File: src/sv/ecr_pkg.sv
// Shared types, codes and defaults for the EDCA internal collision resolver.
package ecr_pkg;

  // Default sizing of the slot table.
  localparam int NUM_SLOTS_DEF = 4;
  localparam int TIME_BITS_DEF = 48;

  // Fixed widths of the transaction fields.
  localparam int FUNC_W     = 2;
  localparam int SLOT_IDX_W = 2;
  localparam int TIME_W     = 48;
  localparam int MASK_W     = 4;
  localparam int STATUS_W   = 2;

  // Request function codes.
  typedef enum logic [FUNC_W-1:0] {
    FN_SCHEDULE = 2'd0,
    FN_CANCEL   = 2'd1,
    FN_FIRE     = 2'd2
  } func_t;

  // Result status codes.
  typedef enum logic [STATUS_W-1:0] {
    STAT_OK        = 2'd0,
    STAT_BAD_SLOT  = 2'd1,
    STAT_ALREADY   = 2'd2,
    STAT_TOO_EARLY = 2'd3
  } status_t;

  // Controller states.
  typedef enum logic [1:0] {
    S_IDLE,
    S_APPLY,
    S_SCAN,
    S_DONE
  } state_t;

  // Request transaction payload.
  typedef struct packed {
    logic [FUNC_W-1:0]     func;
    logic [SLOT_IDX_W-1:0] slot_index;
    logic [TIME_W-1:0]     time_value;
  } req_t;

  // Result transaction payload.
  typedef struct packed {
    logic [MASK_W-1:0]   granted_mask;
    logic [MASK_W-1:0]   collision_mask;
    logic [TIME_W-1:0]   next_time;
    logic                next_valid;
    logic [STATUS_W-1:0] status;
  } rsp_t;

  // Commands from the controller to the datapath.
  typedef struct packed {
    logic capture;
    logic apply;
    logic scan_init;
    logic scan_step;
    logic out_load;
  } ecr_cmd_t;

  // Status from the datapath to the controller.
  typedef struct packed {
    logic scan_last;
    logic out_busy;
  } ecr_sts_t;

endpackage

File: src/sv/ecr_stream_if.sv
// Valid/ready stream interface that carries one payload per transaction.
interface ecr_stream_if #(
  parameter type T = logic
) ();
  logic valid;
  logic ready;
  T     data;

  modport source (output valid, output data, input ready);
  modport sink   (input valid, input data, output ready);
endinterface

File: src/sv/ecr_ctrl.sv
// Controller state machine that sequences capture, update, slot scan and result load.
module ecr_ctrl
  import ecr_pkg::*;
(
  input  logic     clk,
  input  logic     rst,
  input  logic     in_valid,
  output logic     in_ready,
  input  ecr_sts_t sts,
  output ecr_cmd_t cmd
);

  state_t state;
  state_t state_next;

  // State register.
  always_ff @(posedge clk) begin
    if (rst) begin
      state <= S_IDLE;
    end else begin
      state <= state_next;
    end
  end

  // Next-state logic.
  always_comb begin
    state_next = state;
    case (state)
      S_IDLE: begin
        if (in_valid) state_next = S_APPLY;
      end
      S_APPLY: begin
        state_next = S_SCAN;
      end
      S_SCAN: begin
        if (sts.scan_last) state_next = S_DONE;
      end
      S_DONE: begin
        if (!sts.out_busy) state_next = S_IDLE;
      end
      default: begin
        state_next = S_IDLE;
      end
    endcase
  end

  // Output logic.
  always_comb begin
    in_ready = 1'b0;
    cmd      = '0;
    case (state)
      S_IDLE: begin
        in_ready    = 1'b1;
        cmd.capture = in_valid;
      end
      S_APPLY: begin
        cmd.apply     = 1'b1;
        cmd.scan_init = 1'b1;
      end
      S_SCAN: begin
        cmd.scan_step = 1'b1;
      end
      S_DONE: begin
        cmd.out_load = !sts.out_busy;
      end
      default: begin
        in_ready = 1'b0;
      end
    endcase
  end

endmodule

File: src/sv/ecr_dpath.sv
// Datapath with the slot table, request checks, slot scan and the result register.
module ecr_dpath
  import ecr_pkg::*;
#(
  parameter int NUM_SLOTS = NUM_SLOTS_DEF,
  parameter int TIME_BITS = TIME_BITS_DEF
) (
  input  logic     clk,
  input  logic     rst,
  input  ecr_cmd_t cmd,
  output ecr_sts_t sts,
  input  req_t     in_data,
  input  logic     out_ready,
  output logic     out_valid,
  output rsp_t     out_data
);

  localparam int SLOT_W  = (NUM_SLOTS > 1) ? $clog2(NUM_SLOTS) : 1;
  localparam int IDX_W   = (SLOT_W > SLOT_IDX_W) ? SLOT_W : SLOT_IDX_W;
  localparam int WIDE_T  = (TIME_BITS > TIME_W) ? TIME_BITS : TIME_W;
  localparam int WIDE_M  = (NUM_SLOTS > MASK_W) ? NUM_SLOTS : MASK_W;
  localparam int CNT_W   = 5;

  // Captured request.
  logic [FUNC_W-1:0]     req_func;
  logic [SLOT_IDX_W-1:0] req_slot;
  logic [TIME_BITS-1:0]  req_time;

  // Slot table and fire history.
  logic [TIME_BITS-1:0] slot_time [NUM_SLOTS];
  logic [NUM_SLOTS-1:0] slot_pending;
  logic [TIME_BITS-1:0] last_fire;

  // Scan state.
  logic [SLOT_W-1:0]    scan_idx;
  logic [NUM_SLOTS-1:0] grant_mask;
  logic [NUM_SLOTS-1:0] coll_mask;
  logic [TIME_BITS-1:0] min_time;
  logic                 min_valid;
  status_t              status;

  // Derived request values.
  logic [WIDE_T-1:0]    in_time_wide;
  logic [IDX_W-1:0]     slot_wide;
  logic [SLOT_W-1:0]    slot_addr;
  logic                 slot_ok;

  // Scan element.
  logic [TIME_BITS-1:0] cur_time;
  logic                 cur_pend;
  logic                 cur_hit;

  // Result formatting.
  logic [WIDE_T-1:0]    min_wide;
  logic [WIDE_M-1:0]    grant_wide;
  logic [WIDE_M-1:0]    coll_wide;

  assign in_time_wide = WIDE_T'(in_data.time_value);
  assign slot_wide    = IDX_W'(req_slot);
  assign slot_addr    = slot_wide[SLOT_W-1:0];
  assign slot_ok      = (CNT_W'(req_slot) < CNT_W'(NUM_SLOTS));

  assign cur_time = slot_time[scan_idx];
  assign cur_pend = slot_pending[scan_idx];
  assign cur_hit  = (req_func == FN_FIRE) && cur_pend && (cur_time == req_time);

  assign sts.scan_last = (scan_idx == '0);
  assign sts.out_busy  = out_valid && !out_ready;

  // Request capture.
  always_ff @(posedge clk) begin
    if (cmd.capture) begin
      req_func <= in_data.func;
      req_slot <= in_data.slot_index;
      req_time <= in_time_wide[TIME_BITS-1:0];
    end
  end

  // Slot start times; only written by an accepted schedule.
  always_ff @(posedge clk) begin
    if (cmd.apply && (req_func == FN_SCHEDULE) && slot_ok && !slot_pending[slot_addr] &&
        (req_time > last_fire)) begin
      slot_time[slot_addr] <= req_time;
    end
  end

  // Pending flags, fire history and status.
  always_ff @(posedge clk) begin
    if (rst) begin
      slot_pending <= '0;
      last_fire    <= '0;
      status       <= STAT_OK;
    end else if (cmd.apply) begin
      case (req_func)
        FN_SCHEDULE: begin
          if (!slot_ok) begin
            status <= STAT_BAD_SLOT;
          end else if (slot_pending[slot_addr]) begin
            status <= STAT_ALREADY;
          end else if (req_time <= last_fire) begin
            status <= STAT_TOO_EARLY;
          end else begin
            slot_pending[slot_addr] <= 1'b1;
            status                  <= STAT_OK;
          end
        end
        FN_CANCEL: begin
          if (!slot_ok) begin
            status <= STAT_BAD_SLOT;
          end else begin
            slot_pending[slot_addr] <= 1'b0;
            status                  <= STAT_OK;
          end
        end
        FN_FIRE: begin
          last_fire <= req_time;
          status    <= STAT_OK;
        end
        default: begin
          status <= STAT_OK;
        end
      endcase
    end else if (cmd.scan_step && cur_hit) begin
      slot_pending[scan_idx] <= 1'b0;
    end
  end

  // Scan from the highest slot down: grant, collisions and earliest remaining time.
  always_ff @(posedge clk) begin
    if (cmd.scan_init) begin
      scan_idx   <= SLOT_W'(NUM_SLOTS - 1);
      grant_mask <= '0;
      coll_mask  <= '0;
      min_time   <= '0;
      min_valid  <= 1'b0;
    end else if (cmd.scan_step) begin
      scan_idx <= scan_idx - 1'b1;
      if (cur_hit) begin
        if (grant_mask == '0) begin
          grant_mask[scan_idx] <= 1'b1;
        end else begin
          coll_mask[scan_idx] <= 1'b1;
        end
      end else if (cur_pend && (!min_valid || (cur_time < min_time))) begin
        min_time  <= cur_time;
        min_valid <= 1'b1;
      end
    end
  end

  assign min_wide   = WIDE_T'(min_time);
  assign grant_wide = WIDE_M'(grant_mask);
  assign coll_wide  = WIDE_M'(coll_mask);

  // Result register.
  always_ff @(posedge clk) begin
    if (rst) begin
      out_valid <= 1'b0;
    end else if (cmd.out_load) begin
      out_valid <= 1'b1;
    end else if (out_ready) begin
      out_valid <= 1'b0;
    end
  end

  always_ff @(posedge clk) begin
    if (cmd.out_load) begin
      out_data.granted_mask   <= grant_wide[MASK_W-1:0];
      out_data.collision_mask <= coll_wide[MASK_W-1:0];
      out_data.next_time      <= min_wide[TIME_W-1:0];
      out_data.next_valid     <= min_valid;
      out_data.status         <= STATUS_W'(status);
    end
  end

endmodule

File: src/sv/edca_internal_collision_resolver.sv
// A request is captured in S_IDLE, applied to the slot table in S_APPLY, scanned in S_SCAN
// and its result loaded in S_DONE once the output register is free; the scan walks the
// slot table one slot per cycle for grants, collisions and the earliest pending time.
// A new request is taken while the previous result still waits in the output register.
// Reset (synchronous, active high) clears all pending flags, the last fire time and
// the output valid; slot start times are not cleared.
module edca_internal_collision_resolver
  import ecr_pkg::*;
#(
  parameter int NUM_SLOTS = NUM_SLOTS_DEF,
  parameter int TIME_BITS = TIME_BITS_DEF
) (
  input  logic                clk,
  input  logic                rst,
  ecr_stream_if.sink          req,
  ecr_stream_if.source        rsp
);

  ecr_cmd_t cmd;
  ecr_sts_t sts;
  logic     in_ready;
  logic     out_valid;
  rsp_t     out_data;
  req_t     in_data;

  assign in_data   = req.data;
  assign req.ready = in_ready;
  assign rsp.valid = out_valid;
  assign rsp.data  = out_data;

  // Sequencing.
  ecr_ctrl u_ctrl (
    .clk      (clk),
    .rst      (rst),
    .in_valid (req.valid),
    .in_ready (in_ready),
    .sts      (sts),
    .cmd      (cmd)
  );

  // Slot table and result path.
  ecr_dpath #(
    .NUM_SLOTS (NUM_SLOTS),
    .TIME_BITS (TIME_BITS)
  ) u_dpath (
    .clk       (clk),
    .rst       (rst),
    .cmd       (cmd),
    .sts       (sts),
    .in_data   (in_data),
    .out_ready (rsp.ready),
    .out_valid (out_valid),
    .out_data  (out_data)
  );

endmodule
File: src/flat_wrapper.sv
// flat-port wrapper written by rule: the top's interface ports become plain ports
module edca_internal_collision_resolver_flat import ecr_pkg::*;
#(
  parameter int NUM_SLOTS = NUM_SLOTS_DEF,
  parameter int TIME_BITS = TIME_BITS_DEF
)
  (clk, rst, req_valid, req_data, req_ready, rsp_valid, rsp_data, rsp_ready);
  ecr_stream_if req_i ();
  ecr_stream_if rsp_i ();
  input  logic clk;
  input  logic rst;
  input wire logic [$bits(req_i.valid)-1:0] req_valid;
  input wire logic [$bits(req_i.data)-1:0] req_data;
  output wire logic [$bits(req_i.ready)-1:0] req_ready;
  output wire logic [$bits(rsp_i.valid)-1:0] rsp_valid;
  output wire logic [$bits(rsp_i.data)-1:0] rsp_data;
  input wire logic [$bits(rsp_i.ready)-1:0] rsp_ready;
  assign req_i.valid = req_valid;
  assign req_i.data = req_data;
  assign req_ready = req_i.ready;
  assign rsp_valid = rsp_i.valid;
  assign rsp_data = rsp_i.data;
  assign rsp_i.ready = rsp_ready;
  edca_internal_collision_resolver #(.NUM_SLOTS(NUM_SLOTS), .TIME_BITS(TIME_BITS)) u_core (.clk(clk), .rst(rst), .req(req_i), .rsp(rsp_i));
endmodule
File: config.mk
export PLATFORM = sky130hd
export DESIGN_NAME = edca_internal_collision_resolver_flat
export DESIGN_NICKNAME = d
export VERILOG_FILES = /design/src/sv/ecr_pkg.sv /design/src/sv/ecr_stream_if.sv /design/src/sv/ecr_ctrl.sv /design/src/sv/ecr_dpath.sv /design/src/sv/edca_internal_collision_resolver.sv /design/src/flat_wrapper.sv
export SDC_FILE = /design/constraint.sdc
export NUM_CORES = 1
export LEC_CHECK = 0
export BUFFER_PORTS_ARGS = -buffer_cell sky130_fd_sc_hd__buf_2
export CORE_AREA = 2 2 39 41
export DETAILED_ROUTE_END_ITERATION = 6
export DIE_AREA = 0 0 41 43
export GPL_ROUTABILITY_DRIVEN = 0
export GPL_TIMING_DRIVEN = 0
export PLACE_DENSITY_LB_ADDON = 0.05
export SLEW_MARGIN = 20
export SYNTH_ARGS = -nofsm -noshare
export SYNTH_HDL_FRONTEND = slang
export SYNTH_SLANG_ARGS = --single-unit
File: constraint.sdc
create_clock -name clk -period 4.1 [get_ports clk]
set_input_delay 0 -clock clk [delete_from_list [all_inputs] [get_ports clk]]
set_output_delay 0 -clock clk [all_outputs]
set_load 0.05 [all_outputs]
## After elaboration in Yosys (flattened, before gate mapping)

Cells that the tools add are included.

| operators by class | value |
|---|---|
| add/subtract/negate cells | 1 |
| muxes and demuxes | 16 |
| bitwise gates (word level) | 0 |
| order comparisons | 1 |
| shift operators | 0 |
| div/mod/pow operators | 0 |
| reduce and logical (&&, ||, !) cells | 8 |
| $mul | 0 |
| eq/ne operators | 8 |

Operators by type and width:

| kind | number |
|---|---|
| two-way mux 1 bit | 11 |
| two-way mux 2 bit | 4 |
| inequality test 2 bit, second input constant | 4 |
| one-hot mux 2 bit (4 select lines) | 1 |
| AND reduction 3 bit | 2 |
| equality test 2 bit, second input constant | 2 |
| logical NOT 2 bit | 2 |
| equality test 2 x 1 -> 1 bit, second input constant | 1 |
| logical NOT 1 bit | 2 |
| inequality test 2 x 1 -> 1 bit, second input constant | 1 |
| nonzero test 2 bit | 1 |
| subtractor 2 x 1 -> 2 bit, second input constant | 1 |
| <= comparator 1 bit, second input constant | 1 |
| logical AND 1 bit | 1 |

| word-level totals | value |
|---|---|
| register bits after elaboration | 9 |
| latch bits | 0 |
| memory bits (writable) | 0 |
| bits in read-only memories | 0 |
| input port bits | 5 |
| output and inout port bits | 3 |
| memories | 0 |
| word-level logic and storage cells | 41 |

## Longest topological paths before layout

Gate-level depths: netlist of run 1.

| logic depth | value |
|---|---|
| depth after elaboration | 5 |
| mapped depth | 5 |
| depth with buffers taken out | 5 |

## Modules after synthesis

A second synthesis of run 1 with hierarchy kept.

| unflattened totals | value |
|---|---|
| cells, all modules | 1455 |
| area, all modules | 18530.3 um^2 |

Modules (own cells, without submodules):

| module | area each (um^2) | seq. area each (um^2) | cells an instance | times used |
|---|---|---|---|---|
| ecr_dpath | 18321.3 | 11421.0 | 1432 | 1 |
| ecr_ctrl | 205.2 | 40.0 | 22 | 1 |
| edca_internal_collision_resolver | 3.8 | 0.0 | 1 | 1 |

## Least setup slack after synthesis of run 1

Ideal clock, no wire load.

| timing path | value |
|---|---|
| path type | reg-to-reg |
| start | register u_core.u_ctrl.state[0] |
| end | register u_core.u_ctrl.state[0] |
| arrival time | 1.594 ns |
| clock period less this slack | 1.710 ns |
| stages on the path, launching flop included | 6 |
| setup time | 0.116 ns |
| path slack | 2.390 ns |
| path buffers | 0 |
| required time | 3.984 ns |
| path through | dfxtp_1 > inv_1 > ha_1 > nor2b_1 > or4_1 > o211a_1 |

| between the ends | value |
|---|---|
| word-level cells in the longest chain between the ends | 3 |
| elaborated cells on any way between the ends | 9 |
| classes of those cells | 6 x eq/ne; 1 x mux; 2 x reduce/logical |

Ends and longest elaborated chain:

| what | line | source |
|---|---|---|
| start: declaration | ecr_ctrl.sv:13 | `state_t state;` |
| start signal: assignment | ecr_ctrl.sv:21 | `state <= state_next;` |
| equality test 2 bit / logical NOT 2 bit (equally long branches) | ecr_ctrl.sv:28 | `case (state)` |
| inequality test 2 x 1 -> 1 bit (no line) / inequality test 2 bit (equally long branches) | - |  |
| AND reduction 3 bit (no line) | - |  |

Parallel ways exist; a longest one is shown, timed or not.
A chain may end at the register's enable or synchronous reset.

## Worst setup path after layout of run 1

Ends and elaborated chain as after synthesis.

==> impl_metrics.tcl, run 1 <==
set metrics [dict create \
    antenna_found_initial 0 \
    finClkSkew_ns 0.002162 \
    crit_path_end_kind "register" \
    grt_overflow 0 \
    hpwl_um 587.1 \
    synth.mux.area_fraction_pct 2.192 \
    cellPowerDensity_nw_per_um2 608.9 \
    async_flop_share_pct 0 \
    die-height_um 43 \
    p_switching_uw 128.0 \
    drt-initial-drc-count 3 \
    worst_ir_drop_vdd_v 0.0002424 \
    drive_gt1_share_pct 18.97 \
    first_pass_iters 4 \
    coreArea_um2 1384 \
    worst_pin_slew_ns 0.3081 \
    ant_nets 0 \
    slowest_delay_ns 0.54 \
    max_slew_margin_pct 79.20 \
    post_cts_buffers 0 \
    outcome "finished clean" \
    dieArea_um2 1763 \
    ys_warn_count 0 \
    synth_cell_types 20 \
    hp-class "in -> reg" \
    syn_inst 45 \
    portBuffers 7 \
    p_int_uw 211.8 \
    die_w_um 41 \
    min_path_cells 2 \
    cts_tree "done" \
    grt_setup_unrepaired "no" \
    grt_pass1_vias 318 \
    synth_fa_ha_area_share_pct 19.18 \
    hold_violations 0 \
    diodes 0 \
    grt_max_degree 6 \
    cts_root_buf "clkbuf_4" \
    synth_ff_type "dfxtp_1" \
    cp_data_arrival_time_ns 1.73 \
    p_seq_share_pct 40.0 \
    power.share.combinational_pct 40.2 \
    vias 338 \
    syn2layout_area_growth_pct 22.19 \
    worst-path-max-fanout 5 \
    switching_share_pct 37.67 \
    ys_ff_latch 9 \
    tns_ns 0 \
    fmax_ghz 0.6356 \
    final_nets 71 \
    synth-edff-count 2 \
    drv_slew 0 \
    p_clk_share_pct 19.8 \
    synth_top_family_by_area "simple AND/OR/NAND/NOR gates" \
    cp.required_ns 4.25 \
    avgSynthCellArea_um2 10.15 \
    cts_sinks 9 \
    cap_violations 0 \
    syn_area_um2 456.7 \
    ys_seq_area_share_pct 43.84 \
    synth-compound-area-share_pct 8.219 \
    synth-simple-area-share_pct 20.55 \
    synth_fp_nets 57 \
    leakage_uw 0.0002765 \
    start_util_pct 33.00 \
    path_cells "inv_1 -> ha_1 -> or4_1 -> o211a_1" \
    layout_min_cycle_time_ns 1.573 \
    io_pins 8 \
    synth-xor-area-share_pct 1.918 \
    design_area_um2 558.0 \
    clkTransAtPathRegs_ns 0.06 \
    grt_pass1_wl_mm 1.193 \
    cts-htree-levels 1 \
    row_count 14 \
    crit_path_top_delay_cell "or4_1" \
    vias_per_cell 4.568 \
    cp-start-kind "register" \
    avgRoutedWirePerCell_um 10.05 \
    drc 0 \
    finalSetupViolCount 0 \
    period_share_pct 38.37 \
    cts-buffers-inserted 3 \
    placed_cell_area_um2 511.7 \
    grt_usage_pct 10.80 \
    worst-setup-path-type "reg -> reg" \
    insertion_delay_ns 0.26 \
    wl_um 744 \
    worst-r2r-cell-count 4 \
    cts.path.max_buffers 2 \
]
==> worst max-delay path: cells and delay by family (launching register included) <==
kind,cells,cell delay (ns)
AO/OA/AOI/OAI,1,0.14
adder cells (fa/ha/maj),1,0.27
buffers and inverters,1,0.11
flip-flops,1,0.41
AND/OR/NAND/NOR,1,0.54
==> what timing repair did <==
action	4_1_cts	5_1_grt
gates resized for setup	0	0
hold buffers	2	0
hold endpoints to repair	4	0
endpoints found under the setup margin	0	0
==> layout by cell type, fill, tap and decap left out, types with 3 or more instances in the layout <==
cell,n
nor2b_1,3
buf_2,7
inv_1,5
dfxtp_1,7
nor2_1,5
clkbuf_4,3
ha_1,7
==> routing by layer <==
metal	wire (µm)	track usage, %	part of all wire, %	vias to the layer above
met2	331	14.37	44	9
met4	21	12.00	2.8	0
met1	347	12.09	47	149
met5	0	0	0	-
met3	43	3.141	5.8	4
li1	-	-	-	176
==> per-stage QoR <==
| stage | hold slack [ns] | std cells | setup slack (ns) | power (µW) | util [%] |
|---|---|---|---|---|---|
| 2_1_floorplan | 0.07238 | 45 | 2.390 | 246.8 | - |
| 3_3_place_gp | 0.1774 | 68 | 2.576 | 267.9 | 36.98 |
| 3_5_place_dp | 0.1790 | 68 | 2.526 | 275.2 | 36.98 |
| 4_1_cts | 0.06771 | 74 | 2.519 | 345.2 | 40.33 |
| 5_1_grt | 0.09146 | 74 | 2.415 | 370.9 | 40.33 |
| 6_report | 0.06996 | 74 | 2.527 | 339.8 | 40.33 |
==> flip-flops by register name, indices dropped and copies added, names as in the netlist <==
| register | cells |
|---|---|
| u_core.u_ctrl.state | 2 |
| u_core.u_dpath.scan_idx | 2 |
| u_core.u_dpath.out_data | 1 |
| u_core.u_dpath.out_valid | 1 |
| u_core.u_dpath.req_time | 1 |
| u_core.u_dpath.slot_pending | 1 |
| u_core.u_dpath.status | 1 |
==> cell type report <==
cell class / instances / area, µm²
clock buffers: 4 / 26.28
flip-flops and latches: 9 / 200.2
well taps: 16 / 20.02
multi-input cells: 31 / 237.7
fillers: 146 / 825.8
repair buffers: 9 / 55.05
inverters: 5 / 18.77
==> Yosys cell counts, types with 2 or more instances <==
| library cell | n | area (µm²) |
|---|---|---|
| nand2_1 | 2 | 7.510 |
| nor2_1 | 5 | 18.77 |
| nor2b_1 | 3 | 18.77 |
| dfxtp_1 | 7 | 140.1 |
| edfxtp_1 | 2 | 60.06 |
| ha_1 | 7 | 87.58 |
| nand2b_1 | 2 | 12.51 |
| inv_1 | 5 | 18.77 |
==> kinds of logic after synthesis <==
kind of cell / Yosys count
compound gates: 5
xor+xnor: 1
fa+ha+maj: 7
buf+inv: 5
flops: 9
mux: 1
simple gates: 17
==> power by group through the flow <==
stage / Sequential [µW] / Combinational (µW) / Clock, µW
final: 136 / 137 / 67.3
after global routing: 140 / 157 / 73.6
after CTS: 136 / 140 / 69.3
after detailed placement: 138 / 137 / 0
after global placement: 137 / 131 / 0
after floorplan: 139 / 107 / 0
==> worst paths after layout <==
kind	start	slack, ns	to
worst max-delay path	u_core.u_ctrl.state[0]	2.53	u_core.u_ctrl.state[0]
worst min-delay path	req_valid	0.07	u_core.u_dpath.req_time[0]
worst max register to register	u_core.u_ctrl.state[0]	2.53	u_core.u_ctrl.state[0]
worst min register to register	u_core.u_dpath.status[0]	0.44	u_core.u_dpath.out_data[0]
Power figures use the tool's default switching activity.
==> run 2: changes to the inputs <==
==> constraint.sdc (replaced) <==
create_clock -name clk -period 1.47 [get_ports clk]
set_input_delay 0 -clock clk [delete_from_list [all_inputs] [get_ports clk]]
set_output_delay 0 -clock clk [all_outputs]
set_load 0.05 [all_outputs]
==> run 2 against run 1 <==
Routed wire length is 5.0% higher; total power rose to 3.0 times the previous value; setup slack got worse by 2.5 ns; fmax increased by 8.6%; clock power increased to 2.8 times the previous value; critical path type unchanged; critical endpoint unchanged; largest cell class unchanged.
==> impl_metrics.tcl, run 2 (same netlist as run 1, synthesis figures left out) <==
set metrics [dict create \
    cp_data_arrival_time_ns 1.60 \
    cts_root_buf "clkbuf_4" \
    period_share_pct 98.53 \
    die-height_um 43 \
    avgRoutedWirePerCell_um 10.28 \
    final_common_cell "buf_2" \
    tns_ns 0 \
    top_regs "u_core.u_ctrl.state (2), u_core.u_dpath.scan_idx (2)" \
    final_nets 73 \
    drc 0 \
    grt_usage_pct 11.20 \
    cap_violations 0 \
    portBuffers 7 \
    total_power_uw 1026 \
    cts.path.max_buffers 2 \
    row_count 14 \
    ant_nets 0 \
    cts-htree-levels 1 \
    cp.required_ns 1.62 \
    nFillCells 126 \
    grt_max_degree 6 \
    clkTransAtPathRegs_ns 0.06 \
    final_cell_mix "buf_2 (7), nor2_1 (5), dfxtp_1 (5)" \
    grt_pass1_wl_mm 1.262 \
    cts-buffers-inserted 3 \
    grt_overflow 0 \
    first_pass_iters 2 \
    fin_util_pct 44.03 \
    drt-initial-drc-count 2 \
    grt_pass1_vias 306 \
    finalSetupViolCount 0 \
    grt_setup_unrepaired "yes" \
    dieArea_um2 1763 \
    io_pins 8 \
    die_w_um 41 \
    start_util_pct 33.00 \
    setup_ws_ns 0.02154 \
    cts_tree "done" \
    leakage_uw 0.0002851 \
    diodes 0 \
    antenna_found_initial 0 \
    coreArea_um2 1384 \
    wl_um 781 \
    place_inst 68 \
    finClkSkew_ns 0.003464 \
    cts_sinks 9 \
    max_slew_margin_pct 79.15 \
    cp-start-kind "register" \
    drv_slew 0 \
    drive_gt1_share_pct 35.00 \
    worst-path-max-fanout 4 \
    worst_ir_drop_vdd_v 0.0008826 \
    vias_per_cell 4.526 \
    fmax_ghz 0.6904 \
    worst_pin_slew_ns 0.3088 \
    worst-setup-path-type "reg -> reg" \
    vias 344 \
    outcome "finished clean" \
    stdcell_count 76 \
    cellPowerDensity_nw_per_um2 1683 \
    hp-class "in -> reg" \
    post-place-ws_ns -0.09890 \
    layout_min_cycle_time_ns 1.448 \
    crit_path_end_kind "register" \
    hold_violations 0 \
    syn2layout_area_growth_pct 33.42 \
    hpwl_um 608.1 \
    insertion_delay_ns 0.26 \
]
[run 2: worst paths after layout]
path,startpoint,end,slack [ns],cells after the start
worst max-delay path,u_core.u_ctrl.state[0],u_core.u_ctrl.state[0],0.02,4
worst min-delay path,req_valid,u_core.u_dpath.req_time[0],0.07,2
worst max register to register,u_core.u_ctrl.state[0],u_core.u_ctrl.state[0],0.02,4
worst min register to register,u_core.u_dpath.status[0],u_core.u_dpath.out_data[0],0.44,0
[run 2: critical path, cell delays in order (launching register included)]
cell	delay (ns)
dfxtp_4	0.36
ha_4	0.16
and3b_2	0.21
or4_1	0.47
o211a_1	0.14
[run 2: what timing repair did]
item	in CTS	in global routing
hold buffers	2	0
endpoints found under the hold margin	4	0
buffers inserted	2	0
setup endpoints to repair	2	2
resized for setup	8	1
pin swaps	1	1
[run 2: final cells by class]
type                       instances  area, µm²  share of cell area (%)
multi-input combinational         31      266.5                   43.74
clock buffer                       4      26.28                   4.312
tap                               16      20.02                   3.285
sequential                         9      207.7                   34.09
timing repair buffer              11      70.07                   11.50
inverter                           5      18.77                   3.080
[run 2: per-layer routing]
metal  GRT usage [%]  vias up  share of wire, %
li1                -      183                 -
met2           15.63        7                46
met3           3.141        2               5.0
met1           13.07      152                48
met5               0        -                 0
met4           10.00        0              0.51
[run 2: metrics by stage]
step / hold slack, ns / instance area [µm²]
2_1_floorplan: 0.07238 / 469.2
3_3_place_gp: 0.1769 / 524.3
3_5_place_dp: 0.1781 / 524.3
4_1_cts: 0.06320 / 606.8
5_1_grt: 0.07692 / 609.3
6_report: 0.07032 / 609.3
[run 2: power breakdown]
part,switching [µW],internal (µW),leakage [µW]
sequential,59.4,341,0.0000775
clock,84.2,104,0.0000150
combinational,249,187,0.000193
total,393,633,0.000285
==> run 3: changes to the inputs <==
==> constraint.sdc (replaced) <==
create_clock -name clk -period 1.47 [get_ports clk]
set_input_delay 0 -clock clk [delete_from_list [all_inputs] [get_ports clk]]
set_output_delay 0 -clock clk [all_outputs]
set_load 0.01 [all_outputs]
==> run 3 against run 2 <==
Die area unchanged; routed wire length down 1.4%; fmax up 2.1%; sequential cell count unchanged; setup slack better by 0.030 ns; sequential share of layout area up 0.14 points; global-route usage up 0.29 points; total power down 7.0%; combinational power down 16%; core utilization down 0.18 points; critical endpoint unchanged; largest cell class unchanged.
==> impl_metrics.tcl, run 3 (same netlist as run 1, synthesis figures left out) <==
set metrics [dict create \
    outcome "finished clean" \
    finClkSkew_ns 0.002215 \
    die_w_um 41 \
    p_int_uw 634.9 \
    grt_overflow 0 \
    cellPowerDensity_nw_per_um2 1571 \
    total_power_uw 953.4 \
    final_nets 73 \
    p_clk_share_pct 19.6 \
    coreArea_um2 1384 \
    clkTransAtPathRegs_ns 0.06 \
    avgRoutedWirePerCell_um 10.13 \
    nFillCells 141 \
    post-place-ws_ns -0.1097 \
    crit_path_end_kind "register" \
    cts_sinks 9 \
    cts-htree-levels 1 \
    min_path_cells 2 \
    vias 338 \
    io_pins 8 \
    antenna_found_initial 0 \
    setup_ws_ns 0.05113 \
    leakage_uw 0.0002904 \
    drive_gt1_share_pct 36.67 \
    worst-path-max-fanout 4 \
    hold_violations 0 \
    grt_max_degree 6 \
    drt-initial-drc-count 1 \
    grt_pass1_vias 338 \
    hpwl_um 558.2 \
    worst-setup-path-type "reg -> reg" \
    final_cell_mix "buf_2 (7), nor2_1 (5), dfxtp_1 (5)" \
    cap_violations 0 \
    cp.required_ns 1.62 \
    cp_data_arrival_time_ns 1.57 \
    multi_input_area_um2 264.0 \
    diodes 0 \
    row_count 14 \
    grt_pass1_wl_mm 1.311 \
    worst_ir_drop_vdd_v 0.0009300 \
    top_regs "u_core.u_ctrl.state (2), u_core.u_dpath.scan_idx (2)" \
    p_seq_share_pct 42.1 \
    placed_cell_area_um2 514.2 \
    first_pass_iters 2 \
    cts_tree "done" \
    ant_nets 0 \
    switching_share_pct 33.41 \
    p_switching_uw 318.5 \
    insertion_delay_ns 0.26 \
    dieArea_um2 1763 \
    max_slew_margin_pct 80.43 \
    seq_area_um2 207.7 \
    power.share.combinational_pct 38.3 \
    design_area_um2 606.8 \
    portBuffers 7 \
    fmax_ghz 0.7048 \
    hp-class "in -> reg" \
    layout_min_cycle_time_ns 1.419 \
    start_util_pct 33.00 \
    finalSetupViolCount 0 \
    cp-start-kind "register" \
    worst-r2r-cell-count 4 \
    vias_per_cell 4.447 \
    cts-buffers-inserted 3 \
    cts.path.max_buffers 2 \
    grt_usage_pct 11.49 \
    tns_ns 0 \
    cts_root_buf "clkbuf_4" \
    die-height_um 43 \
    wl_um 770 \
    grt_setup_unrepaired "no" \
    period_share_pct 96.52 \
    worst_pin_slew_ns 0.2898 \
    final_common_cell "buf_2" \
    drv_slew 0 \
    drc 0 \
    syn2layout_area_growth_pct 32.88 \
]
## run 3: metal layers
metal	GRT usage, %	share of wire, %	wire [µm]	vias up
li1	-	-	-	182
met5	0	0	0	-
met2	14.69	40	308	10
met4	10.00	3.4	26	0
met1	14.98	51	390	141
met3	3.141	5.7	44	5
## run 3: final cells by class
| class | instances | share of cell area (%) |
|---|---|---|
| sequential | 9 | 34.23 |
| tap | 16 | 3.299 |
| timing repair buffer | 11 | 11.55 |
| multi-input combinational | 31 | 43.51 |
| clock buffer | 4 | 4.330 |
| inverter | 5 | 3.093 |
## run 3: worst max-delay path, cell delays in order, from the launching register on
cell and delay [ns]:
dfxtp_4 0.36, ha_4 0.16, and3b_2 0.20, or4_1 0.47, o211a_1 0.12
## run 3: power groups by stage
stage,sequential (µW),clock (µW),combinational [µW]
floorplan,375,0,250
global placement,381,0,305
detailed placement,385,0,323
CTS,395,193,351
global route,415,204,426
finish,402,187,365
## run 3: through the flow
step	hold WS, ns	instances	util [%]
global route	0.1231	76	43.85
CTS	0.06989	76	43.13
floorplan	0.07238	45	-
global placement	0.1774	68	37.16
detailed placement	0.1781	68	37.16
finish	0.1067	76	43.85
## run 3: worst paths after layout
kind / slack, ns / to / from
worst min register to register: 0.45 / u_core.u_dpath.out_data[0] / u_core.u_dpath.status[0]
worst max-delay path: 0.05 / u_core.u_ctrl.state[0] / u_core.u_ctrl.state[0]
worst min-delay path: 0.11 / u_core.u_dpath.req_time[0] / req_valid
worst max register to register: 0.05 / u_core.u_ctrl.state[0] / u_core.u_ctrl.state[0]
## run 3: timing repair
| item | 4_1_cts | 5_1_grt |
|---|---|---|
| hold buffers | 2 | 0 |
| hold endpoints to repair | 4 | 0 |
| resized for setup | 7 | 6 |
| pin swaps | 3 | 2 |
| setup endpoints to repair | 2 | 2 |
| setup buffers | 2 | 0 |
